[src/rtl/mbtrp_pkg.sv]
// Modbus TCP request parser package: result record, push control and frame constants.
// Used by every module of the parser; depends on nothing.

package mbtrp_pkg;

	localparam int MAX_FRAME_BYTES_DEF = 511;
	localparam int QUEUE_DEPTH         = 4;

	localparam logic [7:0] FC_WR_COILS = 8'd15;
	localparam logic [7:0] FC_WR_REGS  = 8'd16;

	localparam int POS_TID_HI  = 0;
	localparam int POS_TID_LO  = 1;
	localparam int POS_PROT_HI = 2;
	localparam int POS_PROT_LO = 3;
	localparam int POS_LEN_HI  = 4;
	localparam int POS_LEN_LO  = 5;
	localparam int POS_UNIT    = 6;
	localparam int POS_FC      = 7;
	localparam int POS_ADDR_HI = 8;
	localparam int POS_ADDR_LO = 9;
	localparam int POS_QTY_HI  = 10;
	localparam int POS_QTY_LO  = 11;
	localparam int POS_COUNT   = 12;
	localparam int POS_DATA    = 13;
	localparam int HDR_END     = 8;

	localparam logic KIND_PAYLOAD = 1'b0;
	localparam logic KIND_SUMMARY = 1'b1;

	typedef struct packed {
		logic        item_kind;
		logic [7:0]  payload_byte;
		logic [7:0]  payload_index;
		logic        frame_valid;
		logic [15:0] txn_id;
		logic [15:0] header_length;
		logic [7:0]  unit_id;
		logic [7:0]  func_code;
		logic [15:0] start_address;
		logic [15:0] qty_value;
		logic [7:0]  data_byte_count;
		logic [3:0]  present_flags;
	} result_t;

	typedef struct packed {
		logic push_first;
		logic push_second;
	} push_t;

endpackage

[src/rtl/mbtrp_parse.sv]
// Parser stage: input register, header and field registers, result formation.
// Depends on mbtrp_pkg; feeds mbtrp_queue with up to two results per byte.

module mbtrp_parse #(
	parameter int MAX_FRAME_BYTES = mbtrp_pkg::MAX_FRAME_BYTES_DEF
) (
	input  logic                clk,
	input  logic                arst_n,
	input  logic                byte_valid,
	output logic                byte_stall,
	input  logic [7:0]          frame_byte,
	input  logic                is_last,
	input  logic                room,
	output mbtrp_pkg::push_t    push,
	output mbtrp_pkg::result_t  res_first,
	output mbtrp_pkg::result_t  res_second
);

	localparam int POS_W = $clog2(MAX_FRAME_BYTES + 1);

	logic             valid_s1;
	logic [7:0]       byte_s1;
	logic             last_s1;

	logic [POS_W-1:0] pos_q;
	logic [15:0]      tid_q, prot_q, len_q, addr_q, qty_q;
	logic [7:0]       unit_q, fc_q, cnt_q;

	logic [15:0]      tid_n, prot_n, len_n, addr_n, qty_n;
	logic [7:0]       unit_n, fc_n, cnt_n;
	logic [POS_W-1:0] pos_n, pdiff;
	logic [POS_W:0]   data_end;
	logic             take, proc, accept, multi, multi_n, pay, hdr_ok;
	mbtrp_pkg::result_t pay_res, sum_res;

	assign proc       = valid_s1 && room;
	assign byte_stall = valid_s1 && !room;
	assign accept     = byte_valid && !byte_stall;

	always_ff @(posedge clk or negedge arst_n) begin
		if (!arst_n) begin
			valid_s1 <= 1'b0;
		end else if (accept) begin
			valid_s1 <= 1'b1;
		end else if (proc) begin
			valid_s1 <= 1'b0;
		end
	end

	always_ff @(posedge clk) begin
		if (accept) begin
			byte_s1 <= frame_byte;
			last_s1 <= is_last;
		end
	end

	assign take  = pos_q < POS_W'(MAX_FRAME_BYTES);
	assign multi = (fc_q == mbtrp_pkg::FC_WR_COILS) || (fc_q == mbtrp_pkg::FC_WR_REGS);

	always_comb begin
		tid_n  = tid_q;
		prot_n = prot_q;
		len_n  = len_q;
		unit_n = unit_q;
		fc_n   = fc_q;
		addr_n = addr_q;
		qty_n  = qty_q;
		cnt_n  = cnt_q;
		if (take) begin
			case (pos_q)
				POS_W'(mbtrp_pkg::POS_TID_HI):  tid_n[15:8]  = byte_s1;
				POS_W'(mbtrp_pkg::POS_TID_LO):  tid_n[7:0]   = byte_s1;
				POS_W'(mbtrp_pkg::POS_PROT_HI): prot_n[15:8] = byte_s1;
				POS_W'(mbtrp_pkg::POS_PROT_LO): prot_n[7:0]  = byte_s1;
				POS_W'(mbtrp_pkg::POS_LEN_HI):  len_n[15:8]  = byte_s1;
				POS_W'(mbtrp_pkg::POS_LEN_LO):  len_n[7:0]   = byte_s1;
				POS_W'(mbtrp_pkg::POS_UNIT):    unit_n       = byte_s1;
				POS_W'(mbtrp_pkg::POS_FC):      fc_n         = byte_s1;
				POS_W'(mbtrp_pkg::POS_ADDR_HI): addr_n[15:8] = byte_s1;
				POS_W'(mbtrp_pkg::POS_ADDR_LO): addr_n[7:0]  = byte_s1;
				POS_W'(mbtrp_pkg::POS_QTY_HI):  qty_n[15:8]  = byte_s1;
				POS_W'(mbtrp_pkg::POS_QTY_LO):  qty_n[7:0]   = byte_s1;
				POS_W'(mbtrp_pkg::POS_COUNT): begin
					if (multi) begin
						cnt_n = byte_s1;
					end
				end
				default: ;
			endcase
		end
	end

	assign pos_n    = take ? pos_q + POS_W'(1) : pos_q;
	assign pdiff    = pos_q - POS_W'(mbtrp_pkg::POS_DATA);
	assign pay      = take && (pos_q >= POS_W'(mbtrp_pkg::POS_DATA)) && multi &&
		(prot_q == 16'd0) && (pdiff < {{(POS_W-8){1'b0}}, cnt_q});
	assign multi_n  = (fc_n == mbtrp_pkg::FC_WR_COILS) || (fc_n == mbtrp_pkg::FC_WR_REGS);
	assign hdr_ok   = (pos_n >= POS_W'(mbtrp_pkg::HDR_END)) && (prot_n == 16'd0);
	assign data_end = (POS_W+1)'(mbtrp_pkg::POS_DATA) + {{(POS_W-7){1'b0}}, cnt_n};

	always_comb begin
		pay_res               = '0;
		pay_res.item_kind     = mbtrp_pkg::KIND_PAYLOAD;
		pay_res.payload_byte  = byte_s1;
		pay_res.payload_index = pdiff[7:0];

		sum_res           = '0;
		sum_res.item_kind = mbtrp_pkg::KIND_SUMMARY;
		if (hdr_ok) begin
			sum_res.frame_valid    = 1'b1;
			sum_res.txn_id         = tid_n;
			sum_res.header_length  = len_n;
			sum_res.unit_id        = unit_n;
			sum_res.func_code      = fc_n;
			if (pos_n >= POS_W'(mbtrp_pkg::POS_QTY_HI)) begin
				sum_res.start_address    = addr_n;
				sum_res.present_flags[0] = 1'b1;
			end
			if (pos_n >= POS_W'(mbtrp_pkg::POS_COUNT)) begin
				sum_res.qty_value        = qty_n;
				sum_res.present_flags[1] = 1'b1;
			end
			if (multi_n && (pos_n >= POS_W'(mbtrp_pkg::POS_DATA))) begin
				sum_res.data_byte_count  = cnt_n;
				sum_res.present_flags[2] = 1'b1;
				sum_res.present_flags[3] = {1'b0, pos_n} >= data_end;
			end
		end
	end

	assign res_first        = pay ? pay_res : sum_res;
	assign res_second       = sum_res;
	assign push.push_first  = proc && (pay || last_s1);
	assign push.push_second = proc && pay && last_s1;

	always_ff @(posedge clk or negedge arst_n) begin
		if (!arst_n) begin
			pos_q  <= '0;
			tid_q  <= '0;
			prot_q <= '0;
			len_q  <= '0;
			unit_q <= '0;
			fc_q   <= '0;
			addr_q <= '0;
			qty_q  <= '0;
			cnt_q  <= '0;
		end else if (proc) begin
			if (last_s1) begin
				pos_q  <= '0;
				tid_q  <= '0;
				prot_q <= '0;
				len_q  <= '0;
				unit_q <= '0;
				fc_q   <= '0;
				addr_q <= '0;
				qty_q  <= '0;
				cnt_q  <= '0;
			end else begin
				pos_q  <= pos_n;
				tid_q  <= tid_n;
				prot_q <= prot_n;
				len_q  <= len_n;
				unit_q <= unit_n;
				fc_q   <= fc_n;
				addr_q <= addr_n;
				qty_q  <= qty_n;
				cnt_q  <= cnt_n;
			end
		end
	end

endmodule

[src/rtl/mbtrp_queue.sv]
// Result queue: small register FIFO taking up to two results per cycle, one out.
// Depends on mbtrp_pkg for the result record and push control.

module mbtrp_queue (
	input  logic                clk,
	input  logic                arst_n,
	input  mbtrp_pkg::push_t    push,
	input  mbtrp_pkg::result_t  res_first,
	input  mbtrp_pkg::result_t  res_second,
	output logic                room,
	output logic                item_valid,
	input  logic                item_stall,
	output mbtrp_pkg::result_t  head
);

	localparam int DEPTH = mbtrp_pkg::QUEUE_DEPTH;
	localparam int PTR_W = $clog2(DEPTH);

	mbtrp_pkg::result_t entry_q [DEPTH];
	logic [PTR_W-1:0] wr_q, rd_q;
	logic [PTR_W:0]   count_q, n_push;
	logic             pop;

	assign item_valid = count_q != '0;
	assign pop        = item_valid && !item_stall;
	assign room       = count_q <= (PTR_W+1)'(DEPTH - 2);
	assign head       = entry_q[rd_q];
	assign n_push     = (PTR_W+1)'(push.push_first) + (PTR_W+1)'(push.push_second);

	always_ff @(posedge clk) begin
		if (push.push_first) begin
			entry_q[wr_q] <= res_first;
		end
		if (push.push_second) begin
			entry_q[wr_q + PTR_W'(1)] <= res_second;
		end
	end

	always_ff @(posedge clk or negedge arst_n) begin
		if (!arst_n) begin
			wr_q    <= '0;
			rd_q    <= '0;
			count_q <= '0;
		end else begin
			wr_q    <= wr_q + n_push[PTR_W-1:0];
			count_q <= count_q + n_push - (PTR_W+1)'(pop);
			if (pop) begin
				rd_q <= rd_q + PTR_W'(1);
			end
		end
	end

endmodule

[src/rtl/modbus_tcp_request_parser_unit.sv]
// Modbus TCP request parser top level: joins the parser stage and the result queue.
// Depends on mbtrp_pkg, mbtrp_parse and mbtrp_queue.
//
// Input channel: one frame byte per transaction (frame_byte, is_last), with
// byte_valid and byte_stall. Output channel: one result per transaction,
// item_kind 0 for a data byte of a write-multiple request, 1 for the frame
// summary that closes each frame, with item_valid and item_stall.
// A byte taken is held in the input register and its results are then written
// into the result queue. Throughput: one byte per cycle while the queue has room;
// a last byte that also carries a data byte yields two results, which leave
// through the single output port of the four-entry result queue one at a time;
// the input register holds a byte until the queue has room for two results.
// When the receiver stalls the queue fills and byte_stall rises once three or
// more results are queued. Reset clears the position counter, all header
// registers and the queue; the first byte after reset starts a new frame.

module modbus_tcp_request_parser_unit #(
	parameter int MAX_FRAME_BYTES = mbtrp_pkg::MAX_FRAME_BYTES_DEF
) (
	input  logic        clk,
	input  logic        arst_n,
	input  logic        byte_valid,
	output logic        byte_stall,
	input  logic [7:0]  frame_byte,
	input  logic        is_last,
	output logic        item_valid,
	input  logic        item_stall,
	output logic        item_kind,
	output logic [7:0]  payload_byte,
	output logic [7:0]  payload_index,
	output logic        frame_valid,
	output logic [15:0] txn_id,
	output logic [15:0] header_length,
	output logic [7:0]  unit_id,
	output logic [7:0]  func_code,
	output logic [15:0] start_address,
	output logic [15:0] qty_value,
	output logic [7:0]  data_byte_count,
	output logic [3:0]  present_flags
);

	mbtrp_pkg::push_t   push;
	mbtrp_pkg::result_t res_first, res_second, head;
	logic               room;

	mbtrp_parse #(
		.MAX_FRAME_BYTES(MAX_FRAME_BYTES)
	) u_parse (
		.clk        (clk),
		.arst_n     (arst_n),
		.byte_valid (byte_valid),
		.byte_stall (byte_stall),
		.frame_byte (frame_byte),
		.is_last    (is_last),
		.room       (room),
		.push       (push),
		.res_first  (res_first),
		.res_second (res_second)
	);

	mbtrp_queue u_queue (
		.clk        (clk),
		.arst_n     (arst_n),
		.push       (push),
		.res_first  (res_first),
		.res_second (res_second),
		.room       (room),
		.item_valid (item_valid),
		.item_stall (item_stall),
		.head       (head)
	);

	assign item_kind         = head.item_kind;
	assign payload_byte      = head.payload_byte;
	assign payload_index     = head.payload_index;
	assign frame_valid       = head.frame_valid;
	assign txn_id            = head.txn_id;
	assign header_length     = head.header_length;
	assign unit_id           = head.unit_id;
	assign func_code         = head.func_code;
	assign start_address     = head.start_address;
	assign qty_value         = head.qty_value;
	assign data_byte_count   = head.data_byte_count;
	assign present_flags     = head.present_flags;

endmodule

[config.mk]
export PLATFORM = sky130hd
export DESIGN_NAME = modbus_tcp_request_parser_unit
export DESIGN_NICKNAME = d
export VERILOG_FILES = /design/src/rtl/mbtrp_pkg.sv /design/src/rtl/mbtrp_parse.sv /design/src/rtl/mbtrp_queue.sv /design/src/rtl/modbus_tcp_request_parser_unit.sv
export SDC_FILE = /design/constraint.sdc
export NUM_CORES = 1
export LEC_CHECK = 0
export ABC_AREA = 0
export BUFFER_PORTS_ARGS = -buffer_cell sky130_fd_sc_hd__buf_4
export CORE_MARGIN = 5
export CORE_UTILIZATION = 29
export DETAILED_ROUTE_END_ITERATION = 12
export MAX_ROUTING_LAYER = met4
export PLACE_DENSITY = 0.55
export REMOVE_ABC_BUFFERS = 1
export SLEW_MARGIN = 15
export SYNTH_ARGS = -nofsm -noshare
export SYNTH_HDL_FRONTEND = slang
export SYNTH_HIERARCHICAL = 1
export SYNTH_SLANG_ARGS = --single-unit
[constraint.sdc]
create_clock -name clk -period 19.4 [get_ports clk]
set_input_delay 1.94 -clock clk [delete_from_list [all_inputs] [get_ports clk]]
set_output_delay 1.94 -clock clk [all_outputs]
set_load 0.01 [all_outputs]
==> metrics.cfg <==
[worst_hold_path]
hold_class=flop to flop
hold_depth=2
whs_endpoint=u_parse/tid_q[6]
min-delay-start=u_parse/tid_q[6]

[sta]
tns_ns=0
finalCriticalPeriod_ns=6.24
drv_slew=0
skew_ns=0.0329
timing.fmax_mhz=160
hold_viol=0
worst_pin_slew_ns=1.20
rsz0062_at_grt=no
setup_viol=0
slew_headroom_pct=19.7
period_share_pct=32.1

[clock_network]
clockBufferDepth=3
htreeDepth=2
cts-buffers-inserted=61
ctsResizeCount=0
cts-root-buf=clkbuf_16
clock-sinks=570
cts_setup_buffers=0
cts.clk_slew.worst_paths_ns=0.06
tritoncts=yes
clkLatencyLatePin_ns=0.64
cts_hold_buf=0

[synth]
synthCells=2067
synth_flop_cell=edfxtp_1
yosysWarnings=6
ys_types=75
synthArstFlopShare_pct=21.2
synth_enable_flop_cells=449
synth.area.top_cells=edfxtp_1 45%, mux2_2 16%, dfrtp_1 10%
seq_area_frac_synth_pct=54.8
synthMostInstantiatedCell=edfxtp_1
synth_commonest_cells=449 x edfxtp_1, 429 x mux2_2, 190 x nor3_1
synth_top_area_share_pct=44.7
yosys.area.top_type=edfxtp_1
synth_area_um2=30100
syn_area_per_cell_um2=14.6
ys_seq_elements=570

[floorplan]
io_pins=125
initial_utilization_pct=29.2
die_w_um=332
die_y_um=332
core_um2=103000
die_area_um2=111000
std_cell_rows=118

[place]
hpwl_mm=50.1
place_congestion=0.830
io_buffers=124

[critical_path]
start_kind=flop
path_class=flop to flop
arrival_ns=6.62
required_ns=19.79
r2r_cells=14
cp_max_fo=62
cp-end-kind=flop
r2r_slack_ns=13.16
r2r_end=u_queue/entry_q[1][9]
reg2reg_from=u_parse/pos_q[0]

[drt]
wl_mm=86.2
dr.pass1.iters=5
drc_errors=0
num_vias=18489
avgViaCountPerCell=5.20
drt_iter0_markers=1414
wire_per_inst_um=24.2
ant_nets=0

[run_status]
status=complete, no violations

[layout]
layout-drive-gt1-share_pct=37.9
final_util_pct=33.1
nNetsFinal=2164
area_growth_pct=13.4

[job]
maxCapViolations=0

[global_routing]
grt_start_max_net_pins=111
grt_pass1_vias=19699
grt_util_all_layers_pct=15.5
overflow=0
antenna_found_initial=0
grt_pass1_wl_mm=129

[power_and_ir_drop]
power.leakage_nw=13.0
p_per_area_nw_per_um2=125
ir_drop_v=0.000210

[routing by layer]
| layer | vias up | part of all wire (%) | wire [µm] | global-route usage (%) |
|---|---|---|---|---|
| met4 | 0 | 2.3 | 2000 | 3.80 |
| li1 | 8163 | - | - | - |
| met5 | - | 0 | 0 | - |
| met1 | 9625 | 43 | 37300 | 20.3 |
| met2 | 569 | 49 | 42200 | 25.8 |
| met3 | 132 | 5.4 | 4660 | 2.21 |
[layout by cell type (no fill, tap or decap), types with 10 or more instances in the layout]
cell type,n
conb_1,17
edfxtp_1,449
mux2_2,429
inv_1,35
o21ai_1,11
o21ai_0,47
clkbuf_1,21
a22o_1,76
buf_4,155
nand2_1,54
nor2_1,36
dfrtp_1,119
ha_1,27
clkbuf_16,62
mux2i_1,94
and2_1,20
xnor2_1,13
nor3_1,190
nand2b_1,25
clkinv_1,10
mux4_2,110
nor2b_1,10
mux2_4,10
[metrics by stage]
step / cell area [µm²] / hold WS, ns / std cells / setup WS (ns) / power [mW]
floorplan: 29100 / 0.449 / 1903 / 4.76 / 2.46
global placement: 32200 / 0.472 / 3440 / 13.31 / 3.16
detailed placement: 32200 / 0.472 / 3440 / 13.20 / 3.17
CTS: 34200 / 0.486 / 3555 / 13.04 / 4.36
global route: 34200 / 0.510 / 3555 / 12.85 / 4.49
finish: 34200 / 0.486 / 3556 / 13.16 / 4.29
[report_power, final]
group | switching (mW) | internal, mW | total [mW]
clock | 0.486 | 0.696 | 1.18
sequential | 0.103 | 1.47 | 1.57
combinational | 0.995 | 0.535 | 1.53
[flip-flops by register name, indices dropped and copies added (netlist names), 9 cells and up]
| register | count |
|---|---|
| u_parse/addr_q | 16 |
| u_parse/len_q | 16 |
| u_parse/pos_q | 9 |
| u_parse/prot_q | 16 |
| u_parse/qty_q | 16 |
| u_parse/tid_q | 16 |
| u_queue/entry_q | 440 |
[cells by family after synthesis]
kind of cell | after synthesis | synth area share [%]
flip-flops | 570 | 54.8
XOR/XNOR | 22 | 0.639
AND/OR/NAND/NOR | 405 | 7.13
buffers and inverters | 215 | 4.01
adder cells (fa/ha/maj) | 28 | 1.19
other | 2 | 0.0249
AO/OA/AOI/OAI | 181 | 4.34
multiplexers | 644 | 27.9
[cell type report]
class	instances	area (µm²)
multi-input combinational	1297	12600
fill	10102	69200
antenna	1	2.50
clock inverter	24	274
timing repair buffer	157	1200
sequential	570	16500
tap	1380	1730
clock buffer	91	1740
inverter	36	135
[how the worst max path moves through the flow]
stage                startpoint                      to
3_5_place_dp   u_parse/pos_q[0]  u_queue/entry_q[1][99]
5_1_grt        u_parse/pos_q[2]  u_queue/entry_q[3][65]
6_report       u_parse/pos_q[0]   u_queue/entry_q[1][9]
2_1_floorplan  u_parse/pos_q[0]   u_queue/entry_q[2][0]
4_1_cts         u_queue/rd_q[0]            qty_value[0]
3_3_place_gp   u_parse/pos_q[0]  u_queue/entry_q[3][85]
[worst max-delay path, cell delays in order, from the launching register on]
cell      delay (ns)
dfrtp_1         0.53
inv_1           0.19
ha_1            0.27
and3b_1         0.30
xnor2_1         0.16
ha_1            0.27
a21o_1          0.17
a211o_1         0.31
a211oi_1        0.23
o211a_2         0.50
and3_1          0.39
nor2b_2         0.29
and2_4          0.80
buf_4           1.00
mux2_2          0.43
Power figures use the tool's default switching activity.
